## config.mk

```make
export PLATFORM = sky130hd
export DESIGN_NAME = ttw_csr
export DESIGN_NICKNAME = d
export VERILOG_FILES = /design/src/hdl/text_terminal_writer_defines.svh /design/src/hdl/ttw_pkg.sv /design/src/hdl/ttw_csr.sv
export SDC_FILE = /design/constraint.sdc
export NUM_CORES = 1
export LEC_CHECK = 0
export BUFFER_PORTS_ARGS = -buffer_cell sky130_fd_sc_hd__buf_2
export CAP_MARGIN = 0
export CELL_PAD_IN_SITES_DETAIL_PLACEMENT = 0
export CELL_PAD_IN_SITES_GLOBAL_PLACEMENT = 1
export CORE_UTILIZATION = 19
export CTS_CLUSTER_SIZE = 40
export DETAILED_ROUTE_END_ITERATION = 6
export PLACE_DENSITY = 0.85
export SETUP_SLACK_MARGIN = 0.5
export SKIP_CTS_REPAIR_TIMING = 1
export SLEW_MARGIN = 0
export SYNTH_ARGS = -nofsm -noshare
export SYNTH_HDL_FRONTEND = slang
export SYNTH_SLANG_ARGS = --single-unit
```

## constraint.sdc

```tcl
create_clock -name clock -period 1 [get_ports clock]
set_clock_uncertainty 0.1 [all_clocks]
set_input_delay 0.15 -clock clock [delete_from_list [all_inputs] [get_ports clock]]
set_output_delay 0.15 -clock clock [all_outputs]
set_load 0.03 [all_outputs]
```

## src/hdl/text_terminal_writer_defines.svh

```systemverilog
// Assertion helpers used by the terminal writer control unit.
`ifndef TEXT_TERMINAL_WRITER_DEFINES_SVH
`define TEXT_TERMINAL_WRITER_DEFINES_SVH

// Check that cons holds in the same cycle as ante.
`define TTW_ASSERT_SAME(label, ante, cons, msg) \
   label: assert property (@(posedge clock) disable iff (reset) (ante) |-> (cons)) \
      else $error(msg);

// Check that cons holds in the cycle after ante.
`define TTW_ASSERT_NEXT(label, ante, cons, msg) \
   label: assert property (@(posedge clock) disable iff (reset) (ante) |=> (cons)) \
      else $error(msg);

`endif

```

## src/hdl/ttw_pkg.sv

```systemverilog
package ttw_pkg;

   // Default screen geometry
   localparam int COLUMNS_DEFAULT = 80;
   localparam int ROWS_DEFAULT    = 25;

   // Cell layout: attribute in the high byte, character in the low byte
   localparam int CELL_DATA_W = 16;

   // Control characters and the blank fill character
   localparam logic [7:0] CH_SPACE     = 8'h20;
   localparam logic [7:0] CH_NEWLINE   = 8'h0A;
   localparam logic [7:0] CH_BACKSPACE = 8'h08;

   // Register file
   localparam int         CSR_ADDR_W          = 3;
   localparam int         CSR_DATA_W          = 32;
   localparam logic       REG_BLANK_ATTRIBUTE = 1'b0;
   localparam logic [7:0] BLANK_ATTR_RESET    = 8'd15;

   // Item operations
   typedef enum logic [1:0] {
      OP_PRINT = 2'd0,
      OP_READ  = 2'd1,
      OP_CLEAR = 2'd2
   } op_type;

   // Result item
   typedef struct packed {
      logic [10:0] cursor_cell;
      logic [7:0]  read_char;
      logic [7:0]  read_attr;
      logic        scrolled;
   } rsp_type;

endpackage

```

## src/hdl/ttw_csr.sv

```systemverilog
module ttw_csr (
   input  logic                           clock,
   input  logic                           reset,
   input  logic                           psel,
   input  logic                           penable,
   input  logic                           pwrite,
   input  logic [ttw_pkg::CSR_ADDR_W-1:0] paddr,
   input  logic [ttw_pkg::CSR_DATA_W-1:0] pwdata,
   output logic [ttw_pkg::CSR_DATA_W-1:0] prdata,
   output logic                           pready,
   output logic [7:0]                     blank_attribute
);

   logic       reg_idx;
   logic       wr_en;
   logic [7:0] blank_attr_ff;
   logic [7:0] blank_attr_in;

   // Decode the word index and the access phase of a write
   assign reg_idx = paddr[2];
   assign wr_en   = psel && penable && pwrite;
   assign pready  = 1'b1;

   always_comb begin
      blank_attr_in = blank_attr_ff;
      if (wr_en && (reg_idx == ttw_pkg::REG_BLANK_ATTRIBUTE)) begin
         blank_attr_in = pwdata[7:0];
      end
   end

   always_ff @(posedge clock) begin
      if (reset) begin
         blank_attr_ff <= ttw_pkg::BLANK_ATTR_RESET;
      end else begin
         blank_attr_ff <= blank_attr_in;
      end
   end

   // Return the register value, zero beyond the register list
   always_comb begin
      prdata = '0;
      if (reg_idx == ttw_pkg::REG_BLANK_ATTRIBUTE) begin
         prdata = {{(ttw_pkg::CSR_DATA_W - 8){1'b0}}, blank_attr_ff};
      end
   end

   assign blank_attribute = blank_attr_ff;

endmodule

```

== Word level (Yosys, flattened, before mapping) ==
Index checks and enable logic that the tools add are counted.

* Bits in registers: 8
* Output and inout port bits: 41
* Logic and storage cells: 6

* Mux-type cells: 1
* Bitwise operators: 1
* Reductions and logical operators: 3

{| class="wikitable"
|+ Operators by type and width
! cell !! count
|-
| 2-to-1 mux 8 bit || 1
|-
| logical AND 1 bit || 3
|-
| NOT 1 bit || 1
|}

== Depth between registers and ports, before layout ==
* Depth in word-level cells: 3
* Depth in mapped cells: 3
* Depth with buffers taken out: 2

== Least setup slack after synthesis ==
Ideal clock, no wire load.

* Path type: register -> output
* Start: register blank_attr_ff[4] (netlist: blank_attribute[4])
* End: output prdata[4] in the netlist's numbering
* Arrival: 0.785 ns
* Cell stages (with the launch flop): 2
* Path slack: -0.035 ns
* Data required time: 0.750 ns
* Cell sequence: dfxtp_1 and2b_2

* Longest elaborated chain between the ends: 1

{| class="wikitable"
|+ Ends and longest elaborated chain
! element !! line !! text
|-
| from (decl) || ttw_csr.sv:16 || <nowiki>logic [7:0] blank_attr_ff;</nowiki>
|-
| from (signal assigned) || ttw_csr.sv:33 || <nowiki>blank_attr_ff <= ttw_pkg::BLANK_ATTR_RESET;</nowiki>
|-
| from (signal assigned) || ttw_csr.sv:35 || <nowiki>blank_attr_ff <= blank_attr_in;</nowiki>
|-
| 2-to-1 mux 8 bit || ttw_csr.sv:42 || <nowiki>if (reg_idx == ttw_pkg::REG_BLANK_ATTRIBUTE) begin</nowiki>
|-
| to (decl) || ttw_csr.sv:9 || <nowiki>output logic [ttw_pkg::CSR_DATA_W-1:0] prdata,</nowiki>
|}

No other way between the ends.

== Worst setup path in the final report ==
* Start: register blank_attr_ff[0] (netlist: blank_attribute[0])
* End: output prdata[0] in the netlist's numbering

The elaborated chain is that of the path after synthesis.

==> flow_metrics.tcl <==
set metrics [dict create \
    io_buffers 29 \
    htree_num_levels 1 \
    grt_pass1_vias 334 \
    drv_cap 0 \
    antenna_cells 0 \
    die-area_um2 3440 \
    hold_depth 3 \
    cts_tree "built" \
    grt_usage_pct 6.31 \
    grt_start_max_net_pins 17 \
    dp_slack_ns -0.0798 \
    wl_per_cell_um 8.03 \
    required_ns 0.75 \
    critPathKind "reg2out" \
    setup_viol 13 \
    fin_cells 151 \
    ys_async_sr_fraction_pct 0 \
    worstPathCellList "and2b_2, buf_6" \
    synth.distinct_cells 10 \
    drt_wl_total_um 1210 \
    min_path_type "in2reg" \
    power_mw 0.858 \
    synth_compound_area_share_pct 0 \
    clockBufferDepth 2 \
    num_io_pins 81 \
    synthToLayoutAreaGrowth_pct 53.7 \
    fill_cells 354 \
    crit_arrival_ns 0.92 \
    yosys.area.top_type "buf_4" \
    yosysWarnings 0 \
    place_inst 144 \
    drive_above_1_share_pct 54.2 \
    r2r-end "blank_attribute[1]$_SDFFE_PP1P_" \
    yosysMostFrequentCell "buf_4" \
    synth_area_um2 611 \
    crit_fanout 3 \
    syn_area_per_cell_um2 8.72 \
    synth_top_area_share_pct 30.7 \
    max_freq_mhz 852 \
    status "finished with violations" \
    slowest_stage "dfxtp_4" \
    cts_buffers 3 \
    multi_input_area_um2 337 \
    regArea_um2 190 \
    synth_xor_area_share_pct 0 \
    ir_drop_uv 355 \
    dp_hpwl_um 937 \
    fin_ws_ns -0.173 \
    root_buffer "clkbuf_4" \
    synth_area_leaders "buf_4, dfxtp_1, mux2i_1" \
    violations "negative setup slack" \
    globalplace.congestion 0.579 \
    synth_cells 70 \
    drc_errors 0 \
    whs_endpoint "blank_attribute[7]$_SDFFE_PP0P_" \
    first_pass_iters 2 \
    p_per_area_nw_per_um2 914 \
    synthMuxAreaShare_pct 13.1 \
    startpoint_type "register" \
    antenna_left 0 \
    ys_seq_area_share_pct 26.2 \
    clk_pin_slew_ns 0.05 \
    first_iter_violations 9 \
    worstHoldStart "pwdata[7]" \
    leakage_nw 0.451 \
    grt_setup_unrepaired "yes" \
    crit_path_end_kind "primary output" \
    ys_ff_latch 8 \
    die_x_um 58.7 \
    num_vias 474 \
    synth-simple-area-share_pct 26.2 \
    finalHoldViolations 0 \
    max_stage_delay_ns 0.35 \
    largest_reg_flops 8 \
    rows 20 \
    worst_r2r_path_depth 4 \
    period_needed_ns 1.17 \
    rr_startpoint "blank_attribute[1]$_SDFFE_PP1P_" \
    synthAdderAreaFrac_pct 0 \
    grt_antenna_before_repair 0 \
    cts.sinks 8 \
    grt_pass1_wl_um 1460 \
    ys.flop_type "dfxtp_1" \
    gr-total-overflow 0 \
    start_util_pct 20.0 \
    drt-vias-per-instance 3.14 \
    fin_setup_tns_ns -1.52 \
    nets 149 \
    synth_top_family_by_area "buffers and inverters" \
    synth_edf_count 0 \
    r2r_slack_ns 0.11 \
    core_region_area_um2 3050 \
    min_period_over_period_pct 117 \
    slew_violations 0 \
    clock_latency_ns 0.25 \
    chipHeight_um 58.7 \
]
==> critical path, delay by kind of cell, from the launching register on <==
kind	cells	cell delay [ns]
AND/OR/NAND/NOR	1	0.20
buffers and inverters	1	0.13
flip-flops	1	0.35
==> per-stage QoR <==
stage	cell area, um2	utilization, %	hold WS [ns]
after floorplan	727	-	0.194
after global placement	762	25.0	0.305
after detailed placement	762	25.0	0.310
after CTS	785	25.7	0.0382
after global routing	938	30.7	0.0310
final	938	30.7	0.0499
==> cells by family (layout without fill, tap and decap cells) <==
family,Yosys count,count (layout)
other,2,25
DFF,8,8
buffers and inverters,27,41
muxes,8,8
and+or+nand+nor,25,25
==> layer usage <==
metal  global-route usage (%)  vias up  wire, um
li1                         -      242         -
met3                     4.62        0       105
met1                     7.20      204       471
met2                     9.20       28       635
met4                     2.04        0         0
met5                        0        -         0
==> power by group <==
part / internal [mW] / switching, mW / total [mW]
Sequential: 0.310 / 0.00558 / 0.316
Combinational: 0.0992 / 0.207 / 0.306
Clock: 0.137 / 0.0994 / 0.236
Total: 0.546 / 0.312 / 0.858
==> cell usage in the layout, fill, tap and decap left out <==
cell / instances
conb_1: 25
buf_6: 19
buf_2: 12
and2b_2: 8
mux2i_1: 8
nand2b_1: 8
dfxtp_4: 8
nor2_1: 7
buf_4: 6
clkbuf_4: 3
nor2_2: 1
and4b_1: 1
buf_8: 1
==> how the worst max path moves through the flow <==
stage | startpoint | end | slack [ns] | cells past startpoint
after floorplan | blank_attribute[4]$_SDFFE_PP0P_ | prdata[4] | 0.12 | 1
after global routing | blank_attribute[0]$_SDFFE_PP1P_ | prdata[0] | -0.22 | 2
after CTS | blank_attribute[7]$_SDFFE_PP0P_ | prdata[7] | -0.21 | 2
after global placement | paddr[2] | blank_attribute[3]$_SDFFE_PP1P_ | -0.05 | 4
final | blank_attribute[0]$_SDFFE_PP1P_ | prdata[0] | -0.17 | 2
after detailed placement | paddr[2] | blank_attribute[1]$_SDFFE_PP1P_ | -0.08 | 4
==> cell type report <==
cell class                      count  area share, %
Sequential cell                     8           20.3
Tap cell                           44           5.87
Timing Repair Buffer               38           35.6
Clock buffer                        3           2.40
Multi-Input combinational cell     58           35.9
(Power assumes the default switching activity.)
