<file path="src/hdl/text_terminal_writer_defines.svh">
// Assertion helpers used by the terminal writer control unit.
`ifndef TEXT_TERMINAL_WRITER_DEFINES_SVH
`define TEXT_TERMINAL_WRITER_DEFINES_SVH

// Check that cons holds in the same cycle as ante.
`define TTW_ASSERT_SAME(label, ante, cons, msg) \
   label: assert property (@(posedge clock) disable iff (reset) (ante) |-> (cons)) \
      else $error(msg);

// Check that cons holds in the cycle after ante.
`define TTW_ASSERT_NEXT(label, ante, cons, msg) \
   label: assert property (@(posedge clock) disable iff (reset) (ante) |=> (cons)) \
      else $error(msg);

`endif

</file>
<file path="src/hdl/ttw_pkg.sv">
package ttw_pkg;

   // Default screen geometry
   localparam int COLUMNS_DEFAULT = 80;
   localparam int ROWS_DEFAULT    = 25;

   // Cell layout: attribute in the high byte, character in the low byte
   localparam int CELL_DATA_W = 16;

   // Control characters and the blank fill character
   localparam logic [7:0] CH_SPACE     = 8'h20;
   localparam logic [7:0] CH_NEWLINE   = 8'h0A;
   localparam logic [7:0] CH_BACKSPACE = 8'h08;

   // Register file
   localparam int         CSR_ADDR_W          = 3;
   localparam int         CSR_DATA_W          = 32;
   localparam logic       REG_BLANK_ATTRIBUTE = 1'b0;
   localparam logic [7:0] BLANK_ATTR_RESET    = 8'd15;

   // Item operations
   typedef enum logic [1:0] {
      OP_PRINT = 2'd0,
      OP_READ  = 2'd1,
      OP_CLEAR = 2'd2
   } op_type;

   // Result item
   typedef struct packed {
      logic [10:0] cursor_cell;
      logic [7:0]  read_char;
      logic [7:0]  read_attr;
      logic        scrolled;
   } rsp_type;

endpackage

</file>
<file path="src/hdl/ttw_ctrl.sv">
`include "text_terminal_writer_defines.svh"

module ttw_ctrl #(
   parameter int COLUMNS = ttw_pkg::COLUMNS_DEFAULT,
   parameter int ROWS    = ttw_pkg::ROWS_DEFAULT,
   localparam int CELLS  = COLUMNS * ROWS,
   localparam int CELL_W = $clog2(CELLS)
) (
   input  logic                            clock,
   input  logic                            reset,
   input  logic                            start,
   output logic                            busy,
   input  logic [1:0]                      req_operation,
   input  logic [7:0]                      req_char_code,
   input  logic [7:0]                      req_attribute,
   input  logic                            req_at_cursor,
   input  logic [10:0]                     req_position,
   input  logic [7:0]                      blank_attribute,
   output logic                            mem_we,
   output logic [CELL_W-1:0]               mem_waddr,
   output logic [ttw_pkg::CELL_DATA_W-1:0] mem_wdata,
   output logic [CELL_W-1:0]               mem_raddr,
   input  logic [ttw_pkg::CELL_DATA_W-1:0] mem_rdata,
   output logic                            rsp_valid,
   output ttw_pkg::rsp_type                rsp
);

   localparam int T_W   = $clog2(CELLS + 1);
   localparam int EXT_W = CELL_W + 11;

   typedef enum logic [2:0] {
      ST_IDLE,
      ST_EXEC,
      ST_NEWLINE,
      ST_COPY,
      ST_FILL
   } state_type;

   state_type        state_ff, state_in;
   ttw_pkg::op_type  op_ff, op_in;
   logic [7:0]       char_ff, char_in;
   logic [7:0]       attr_ff, attr_in;
   logic [CELL_W-1:0] tgt_ff, tgt_in;
   logic [CELL_W-1:0] cursor_ff, cursor_in;
   logic [T_W-1:0]   cnt_ff, cnt_in;
   logic             pend_ff, pend_in;
   logic             scroll_ff, scroll_in;
   logic             rsp_valid_ff, rsp_valid_in;
   ttw_pkg::rsp_type rsp_ff, rsp_in;

   logic              accept;
   logic [EXT_W-1:0]  pos_ext;
   logic [CELL_W-1:0] pick_pos;
   logic [CELL_W-1:0] pick;
   logic              fin_req;
   logic [T_W-1:0]    fin_t;
   logic [T_W-1:0]    fin_sub;
   logic [T_W-1:0]    copy_dst;
   logic              rd_issue;
   logic              emit;
   logic [7:0]        emit_char;
   logic [7:0]        emit_attr;
   logic              emit_scrolled;
   logic [EXT_W-1:0]  cur_ext;

   assign accept = start && (state_ff == ST_IDLE);
   assign busy   = (state_ff != ST_IDLE);

   // Saturate a given position to the last cell, else take the cursor
   always_comb begin
      pos_ext = EXT_W'(req_position);
      if (pos_ext >= EXT_W'(CELLS - 1)) begin
         pick_pos = CELL_W'(CELLS - 1);
      end else begin
         pick_pos = pos_ext[CELL_W-1:0];
      end
      pick = req_at_cursor ? cursor_ff : pick_pos;
   end

   assign fin_sub  = fin_t - T_W'(COLUMNS);
   assign copy_dst = cnt_ff - T_W'(COLUMNS + 1);
   assign rd_issue = (cnt_ff < T_W'(CELLS));

   always_comb begin
      state_in      = state_ff;
      op_in         = op_ff;
      char_in       = char_ff;
      attr_in       = attr_ff;
      tgt_in        = tgt_ff;
      cursor_in     = cursor_ff;
      cnt_in        = cnt_ff;
      pend_in       = pend_ff;
      scroll_in     = scroll_ff;
      rsp_valid_in  = 1'b0;
      rsp_in        = rsp_ff;
      mem_we        = 1'b0;
      mem_waddr     = tgt_ff;
      mem_wdata     = {attr_ff, char_ff};
      mem_raddr     = pick;
      fin_req       = 1'b0;
      fin_t         = '0;
      emit          = 1'b0;
      emit_char     = '0;
      emit_attr     = '0;
      emit_scrolled = 1'b0;

      case (state_ff)
         ST_IDLE: begin
            // Look up the target cell early so a read has its data next cycle
            mem_raddr = pick;
            if (accept) begin
               op_in    = ttw_pkg::op_type'(req_operation);
               char_in  = req_char_code;
               attr_in  = req_attribute;
               tgt_in   = pick;
               state_in = ST_EXEC;
            end
         end
         ST_EXEC: begin
            case (op_ff)
               ttw_pkg::OP_PRINT: begin
                  if (char_ff == ttw_pkg::CH_NEWLINE) begin
                     cnt_in   = T_W'(COLUMNS);
                     state_in = ST_NEWLINE;
                  end else if (char_ff == ttw_pkg::CH_BACKSPACE) begin
                     fin_req = 1'b1;
                     fin_t   = (tgt_ff == '0) ? '0 : T_W'(tgt_ff) - T_W'(1);
                  end else begin
                     mem_we  = 1'b1;
                     fin_req = 1'b1;
                     fin_t   = T_W'(tgt_ff) + T_W'(1);
                  end
               end
               ttw_pkg::OP_READ: begin
                  emit      = 1'b1;
                  emit_char = mem_rdata[7:0];
                  emit_attr = mem_rdata[15:8];
               end
               ttw_pkg::OP_CLEAR: begin
                  cursor_in = '0;
                  cnt_in    = '0;
                  scroll_in = 1'b0;
                  state_in  = ST_FILL;
               end
               default: begin
                  emit = 1'b1;
               end
            endcase
         end
         ST_NEWLINE: begin
            // Step row starts until one lies past the target
            if (cnt_ff > T_W'(tgt_ff)) begin
               fin_req = 1'b1;
               fin_t   = cnt_ff;
            end else begin
               cnt_in = cnt_ff + T_W'(COLUMNS);
            end
         end
         ST_COPY: begin
            // Read one row ahead, write back the cell read last cycle
            if (rd_issue) begin
               mem_raddr = cnt_ff[CELL_W-1:0];
               cnt_in    = cnt_ff + T_W'(1);
               pend_in   = 1'b1;
            end else begin
               pend_in  = 1'b0;
               cnt_in   = T_W'(CELLS - COLUMNS);
               state_in = ST_FILL;
            end
            if (pend_ff) begin
               mem_we    = 1'b1;
               mem_waddr = copy_dst[CELL_W-1:0];
               mem_wdata = mem_rdata;
            end
         end
         ST_FILL: begin
            // Blank one cell per cycle up to the last cell
            mem_we    = 1'b1;
            mem_waddr = cnt_ff[CELL_W-1:0];
            mem_wdata = {blank_attribute, ttw_pkg::CH_SPACE};
            if (cnt_ff == T_W'(CELLS - 1)) begin
               emit          = 1'b1;
               emit_scrolled = scroll_ff;
            end else begin
               cnt_in = cnt_ff + T_W'(1);
            end
         end
         default: begin
            state_in = ST_IDLE;
         end
      endcase

      // Commit the new cursor; start the scroll when it ran off the screen
      if (fin_req) begin
         if (fin_t >= T_W'(CELLS)) begin
            cursor_in = fin_sub[CELL_W-1:0];
            cnt_in    = T_W'(COLUMNS);
            pend_in   = 1'b0;
            scroll_in = 1'b1;
            state_in  = ST_COPY;
         end else begin
            cursor_in = fin_t[CELL_W-1:0];
            emit      = 1'b1;
         end
      end

      // Deliver the result item
      cur_ext = EXT_W'(cursor_in);
      if (emit) begin
         rsp_valid_in       = 1'b1;
         state_in           = ST_IDLE;
         rsp_in.cursor_cell = cur_ext[10:0];
         rsp_in.read_char   = emit_char;
         rsp_in.read_attr   = emit_attr;
         rsp_in.scrolled    = emit_scrolled;
      end
   end

   always_ff @(posedge clock) begin
      if (reset) begin
         state_ff     <= ST_IDLE;
         cursor_ff    <= '0;
         cnt_ff       <= '0;
         pend_ff      <= 1'b0;
         scroll_ff    <= 1'b0;
         rsp_valid_ff <= 1'b0;
      end else begin
         state_ff     <= state_in;
         cursor_ff    <= cursor_in;
         cnt_ff       <= cnt_in;
         pend_ff      <= pend_in;
         scroll_ff    <= scroll_in;
         rsp_valid_ff <= rsp_valid_in;
         op_ff        <= op_in;
         char_ff      <= char_in;
         attr_ff      <= attr_in;
         tgt_ff       <= tgt_in;
         rsp_ff       <= rsp_in;
      end
   end

   assign rsp_valid = rsp_valid_ff;
   assign rsp       = rsp_ff;

   `TTW_ASSERT_NEXT(a_strobe_single, rsp_valid_ff, !rsp_valid_ff, "result strobe held twice")
   `TTW_ASSERT_SAME(a_strobe_idle, rsp_valid_ff, state_ff == ST_IDLE, "result while busy")
   `TTW_ASSERT_NEXT(a_accept_exec, accept, state_ff == ST_EXEC, "accepted item not executed")
   `TTW_ASSERT_SAME(a_cursor_range, 1'b1, T_W'(cursor_ff) < T_W'(CELLS), "cursor off screen")
   `TTW_ASSERT_SAME(a_waddr_range, mem_we, T_W'(mem_waddr) < T_W'(CELLS), "write off screen")

endmodule

</file>
<file path="config.mk">
export PLATFORM = sky130hd
export DESIGN_NAME = ttw_ctrl
export DESIGN_NICKNAME = d
export VERILOG_FILES = /design/src/hdl/ttw_pkg.sv /design/src/hdl/ttw_ctrl.sv
export VERILOG_INCLUDE_DIRS = /design/src /design/src/hdl
export SDC_FILE = /design/constraint.sdc
export NUM_CORES = 1
export LEC_CHECK = 0
export BUFFER_PORTS_ARGS = -buffer_cell sky130_fd_sc_hd__buf_2
export CORE_ASPECT_RATIO = 0.75
export CORE_MARGIN = 4
export CORE_UTILIZATION = 45
export DETAILED_ROUTE_END_ITERATION = 10
export GPL_ROUTABILITY_DRIVEN = 0
export PLACE_DENSITY = 0.68
export SLEW_MARGIN = 20
export SYNTH_ARGS = -nofsm -noshare
export SYNTH_HDL_FRONTEND = slang
export SYNTH_SLANG_ARGS = --single-unit
</file>
<file path="constraint.sdc">
create_clock -name clock -period 7.9 [get_ports clock]
set_input_delay 0.79 -clock clock [delete_from_list [all_inputs] [get_ports clock]]
set_output_delay 0.79 -clock clock [all_outputs]
set_load 0.05 [all_outputs]
</file>
# Yosys cells after proc, flatten, opt, wreduce, memory -nomap -nowiden
# Index checks and enable logic that the tools add are counted.
# Widths: inputs -> output; s select.
# word_totals
ff_bits	85
wordCells	102
# classes
n_addsub	6
n_lt_le_gt_ge	4
n_eq_ne	9
mux	56
n_bitwise	1
n_reduce_logical	12
# ops
op	count
$mux 11	20
$pmux 11 s2	3
$pmux 11 s4	1
$pmux 16 s2	1
$add 11x1->11 const B	2
$ge 11x11->1 const B	2
$sub 11x7->11 const B	2
$mux 1	20
$eq 8x4->1 const B	2
$mux 16	1
$mux 3	5
$pmux 3 s4	1
$add 11x7->11 const B	1
$eq 11x11->1 const B	1
$gt 11x11->1	1
$logic_not 11->1	1
$lt 11x11->1 const B	1
$sub 11x1->11 const B	1
$eq 3x2->1 const B	2
$pmux 3 s2	1
$reduce_and 2->1	3
$reduce_or 2->1	3
$pmux 1 s2	2
$eq 3x1->1 const B	1
10 further kinds	10

# Depth between registers and ports, before layout
# depth
ltp_word	10
depth_mapped	15

# Least setup slack after synthesis
# Ideal clock, no wire load.
# synth_timing
kind	register to register
start	register tgt_ff[2]
end	register rsp_ff (netlist bit rsp[0]), enable pin
setup_ns	0.422
arrival_ns	4.701
path_slack_ns	2.776
stages_incl_launch_ff	15
cell_sequence	edfxtp_1 clkbuf_1 inv_1 ha_1 a21oi_1 a211oi_1 a2111oi_0 nor2_1 ha_1 a32o_1 ha_1 nor4b_1 a21boi_2 o21ai_0 a21oi_1
# synth_via
elab_chain_len	10
elab_cells_between_ends	16
# synth_rtl
element	line	text
start: declaration	ttw_ctrl.sv:43	logic [CELL_W-1:0] tgt_ff, tgt_in;
start signal: assignment	ttw_ctrl.sv:237	tgt_ff <= tgt_in;
$sub 11x1->11 or $logic_not 11->1 (tied branches)	ttw_ctrl.sv:127	fin_t = (tgt_ff == '0) ? '0 : T_W'(tgt_ff) - T_W'(1);
$mux 11	ttw_ctrl.sv:127	
$mux 11	ttw_ctrl.sv:125	end else if (char_ff == ttw_pkg::CH_BACKSPACE) begin
$mux 11	ttw_ctrl.sv:122	if (char_ff == ttw_pkg::CH_NEWLINE) begin
$mux 11	ttw_ctrl.sv:120	case (op_ff)
$pmux 11 s2	ttw_ctrl.sv:107	case (state_ff)
$ge 11x11->1	ttw_ctrl.sv:195	if (fin_t >= T_W'(CELLS)) begin
$mux 1	ttw_ctrl.sv:195	
$mux 1 *	ttw_ctrl.sv:194	if (fin_req) begin
$reduce_and 2->1 (no line) *	n/a	
end signal: assignment	ttw_ctrl.sv:238	rsp_ff <= rsp_in;
end: declaration	ttw_ctrl.sv:49	ttw_pkg::rsp_type rsp_ff, rsp_in;
# Mark *: on every way between the ends. The rest lies on a longest branch, timed or not.
# A chain may end at the register's enable or synchronous reset.

# Final worst setup path
# layout_timing
start	register cnt_ff[7]
end	register rsp_ff (netlist bit rsp[13]), enable pin
# layout_via
elab_chain_len	7
elab_cells_between_ends	12
# layout_rtl
element	line	text
start: declaration	ttw_ctrl.sv:45	logic [T_W-1:0] cnt_ff, cnt_in;
start signal: assignment	ttw_ctrl.sv:230	cnt_ff <= cnt_in;
$gt 11x11->1	ttw_ctrl.sv:152	if (cnt_ff > T_W'(tgt_ff)) begin
$mux 11	ttw_ctrl.sv:152	
$pmux 11 s2	ttw_ctrl.sv:107	
$ge 11x11->1	ttw_ctrl.sv:195	
$mux 1	ttw_ctrl.sv:195	
$mux 1 *	ttw_ctrl.sv:194	
$reduce_and 2->1 (no line) *	n/a	
# Marks and branches as above.

==> Flow_metrics.wiki <==
{| class="wikitable"
! Metric !! Value
|-
| Kind of start point of the critical path || flip-flop
|-
| Hold Crit Class || flip-flop to flip-flop
|-
| Cell count after placement || 868
|-
| Final Util || 0.557
|-
| Type of destination of the critical path || flip-flop
|-
| PD cells || 185 nW/um2
|-
| Synthesized-area fraction occupied by xor and xnor cells || 0.0203
|-
| Peak Freq || 205 MHz
|-
| Sum of routed wire length over all layers || 19.4 mm
|-
| Top cells by area, synth || edfxtp_1 31%, dfxtp_1 10%, ha_1 4.7%
|-
| Final routed wire length divided by cell count || 22.0 um
|-
| Die Span Y || 105 um
|-
| Leakage power total || 2.60 nW
|-
| Library cell with the largest summed area after synthesis || edfxtp_1
|-
| Syn Inst Count || 614
|-
| Worst hold-check slack || 0.458 ns
|-
| Met2 Use GR || 0.373
|-
| Total DRC errors in the routed layout || 0
|-
| Largest voltage drop on the vdd net || 0.116 mV
|-
| Number of port buffers || 125
|-
| Pin count of the biggest net entering global routing || 29
|-
| Adder-cell share of the synthesized area || 0.0470
|-
| Register area share after synthesis || 0.406
|-
| Share of synthesized area spent on multiplexers || 0.0271
|-
| Worst skew pair latency || 0.34 ns
|-
| Worst Max-Slew Pin Slew || 1.11 ns
|-
| Post-layout instance count excluding filler cells || 884
|-
| Area of the core region || 11900 um2
|-
| Filler cell count || 1071
|-
| Global router's overall resource usage || 0.266
|-
| Kind of critical path || flip-flop to flip-flop
|-
| Final WS setup || 3.02 ns
|-
| H-tree lvl count || 3
|-
| Setup Fix Bufs, Post-CTS || 0
|-
| Layout Nets || 795
|-
| Most common library cell in the layout ignoring fill and taps || buf_2
|-
| Final worst path period share || 0.618
|-
| Number of buffers created by CTS || 9
|-
| Clock transition at the registers of the reported paths || 0.06 ns
|-
| Global routing usage on met1 || 0.393
|-
| Antenna diode count || 0
|-
| First-pass GRT wire length || 29.5 mm
|-
| Final hold viol count || 0
|-
| Final setup violation count || 0
|-
| Die footprint || 14300 um2
|-
| Run status || complete, no violations
|-
| Area delta synth->final || 18.2%
|-
| Fraction of final layout cells sized beyond drive strength 1 || 0.242
|-
| Clk sink count || 85
|-
| Detailed Routing Iterations Pass 1 || 6
|-
| Setup TNS after final layout || 0 ns
|-
| Antenna Nets Post-Route || 0
|-
| First DRT Iteration DRCs || 790
|-
| RSZ-0062 raised after global routing || false
|-
| Clock tree buffer depth || 2
|-
| Biggest fanout along the worst timing path || 19
|-
| Per-instance average area after synthesis || 9.11 um2
|-
| Post-synthesis cell area || 5600 um2
|-
| Die boundary width || 137 um
|-
| Fin crit period || 4.88 ns
|-
| Antenna violations before repair || 0
|-
| DP Wirelength || 14.6 mm
|-
| Commonest cells after routing, fill and taps aside || 125 x buf_2, 63 x nand2_1, 57 x edfxtp_1, 48 x a21oi_1, 40 x nor2_1
|-
| Starting density of the core || 0.471
|-
| Commonest register cell after synthesis || edfxtp_1
|-
| Synthesized net count || 692
|-
| Arrival time of the worst setup path || 4.90 ns
|-
| Routed vias/inst || 6.40
|-
| Required time of the critical path || 7.92 ns
|-
| Synth cell types || 74
|-
| Simple-gate portion of the synthesized area || 0.219
|-
| Top-area cell type share of the netlist area || 0.306
|-
| Total via count after detailed routing || 5658
|-
| Overall overflow remaining after global route || 0
|-
| Pre-CTS setup slack || 2.87 ns
|-
| Flops & latches, synth || 85
|-
| Resized cells post-CTS || 0
|-
| Synthesized-area fraction occupied by ao, oa, aoi and oai cells || 0.233
|-
| Root Buffer Master || clkbuf_16
|-
| Busiest layer in global routing || met1
|-
| Number of global-route vias before repair || 5200
|-
| Number of flops mapped to enable cells by yosys || 57
|-
| Proportion of synthesized flip-flops having asynchronous set or reset || 0
|-
| CTS tree || done
|-
| Met3 usage in global routing || 0.0768
|-
| Dominant combinational cell family by area after synthesis || compound AO/OA/AOI/OAI gates
|-
| Final count of pins violating max slew || 0
|-
| Worst Skew || 0.0114 ns
|-
| Worst slew slack as a fraction of its limit || 0.240
|-
| Top-Level Pins || 126
|-
| Row Count || 34
|-
| Count of warnings emitted by yosys || 0
|-
| Quantity of hold-fixing buffers added after cts || 0
|-
| Total of max-cap violations || 0
|}
final timing paths:
| check | start | endpoint | slack (ns) | cells past startpoint |
|---|---|---|---|---|
| worst max-delay path | cnt_ff[7] | rsp[13] | 3.02 | 13 |
| worst min-delay path | scroll_ff | scroll_ff | 0.46 | 2 |
| worst max register to register | cnt_ff[7] | rsp[13] | 3.02 | 13 |
| worst min register to register | scroll_ff | scroll_ff | 0.46 | 2 |
registers in the layout, indices dropped and copies added, names as in the netlist, 2 cells and up:
| name | count |
|---|---|
| tgt_ff | 11 |
| rsp | 28 |
| cursor_ff | 11 |
| cnt_ff | 11 |
| attr_ff | 8 |
| char_ff | 8 |
| state_ff | 3 |
| op_ff | 2 |
worst max-delay path, cell delays in order (launching register included):
cell	delay [ns]
dfxtp_1	0.74
ha_1	0.37
nand4_1	0.14
a211oi_1	0.07
a2111oi_1	0.80
nor2_1	0.25
ha_1	0.27
a32o_1	0.27
ha_1	0.19
nor4b_1	0.17
a21boi_2	0.26
o21ai_0	0.16
a21oi_2	0.48
buf_4	0.38
synth_stat cells, types with 4 or more instances:
cell       count
ha_1          21
nor2b_1        8
mux2i_1        5
inv_1         25
xnor2_1       12
a221o_1        5
a22oi_1       16
clkbuf_1      29
nor2_1        41
o211ai_1       9
nor3_1        19
nand2_1       63
and2_1        23
nand3b_1       4
nand4_1        5
a21oi_1       49
and4_1         5
a2111oi_0      4
a22o_1         7
a31oi_1       11
o21ai_0       30
o22a_1         5
mux2_2         9
dfxtp_1       28
and3_1         8
nor4_1         7
a211oi_1      13
buf_2          5
edfxtp_1      57
nand3_1       15
or3_1          5
per-layer routing:
layer	wire length (um)	share of wire
met4	578	0.030
met5	0	0
met1	8130	0.42
met2	8290	0.43
met3	2420	0.12
cell type report:
type	count	area (um2)	area share
Clock buffer	13	250	0.0378
Clock inverter	3	46.3	0.00700
Inverter	25	93.8	0.0142
Multi-Input combinational cell	465	3080	0.465
Sequential cell	85	2270	0.343
Tap cell	162	203	0.0306
Timing Repair Buffer	131	671	0.101
cell families (layout without fill, tap and decap cells):
logic type      Yosys count  in the layout
fa+ha+maj                21             21
buf+inv                  64            172
compound gates          188            188
xor+xnor                 13             13
simple gates            229            229
flops                    85             85
mux                      14             14
per-stage QoR:
stage | instance area [um2] | total power (W)
finish | 6620 | 0.00122
global route | 6620 | 0.00127
CTS | 6610 | 0.00122
detailed placement | 6320 | 0.000802
global placement | 6300 | 0.000797
floorplan | 5600 | 0.000720
power breakdown:
part           leakage [nW]  internal [W]  switching (W)
Combinational          1.70     0.0000775       0.000193
Clock                 0.140      0.000255       0.000169
Sequential            0.761      0.000499      0.0000285
(Power assumes the default switching activity.)
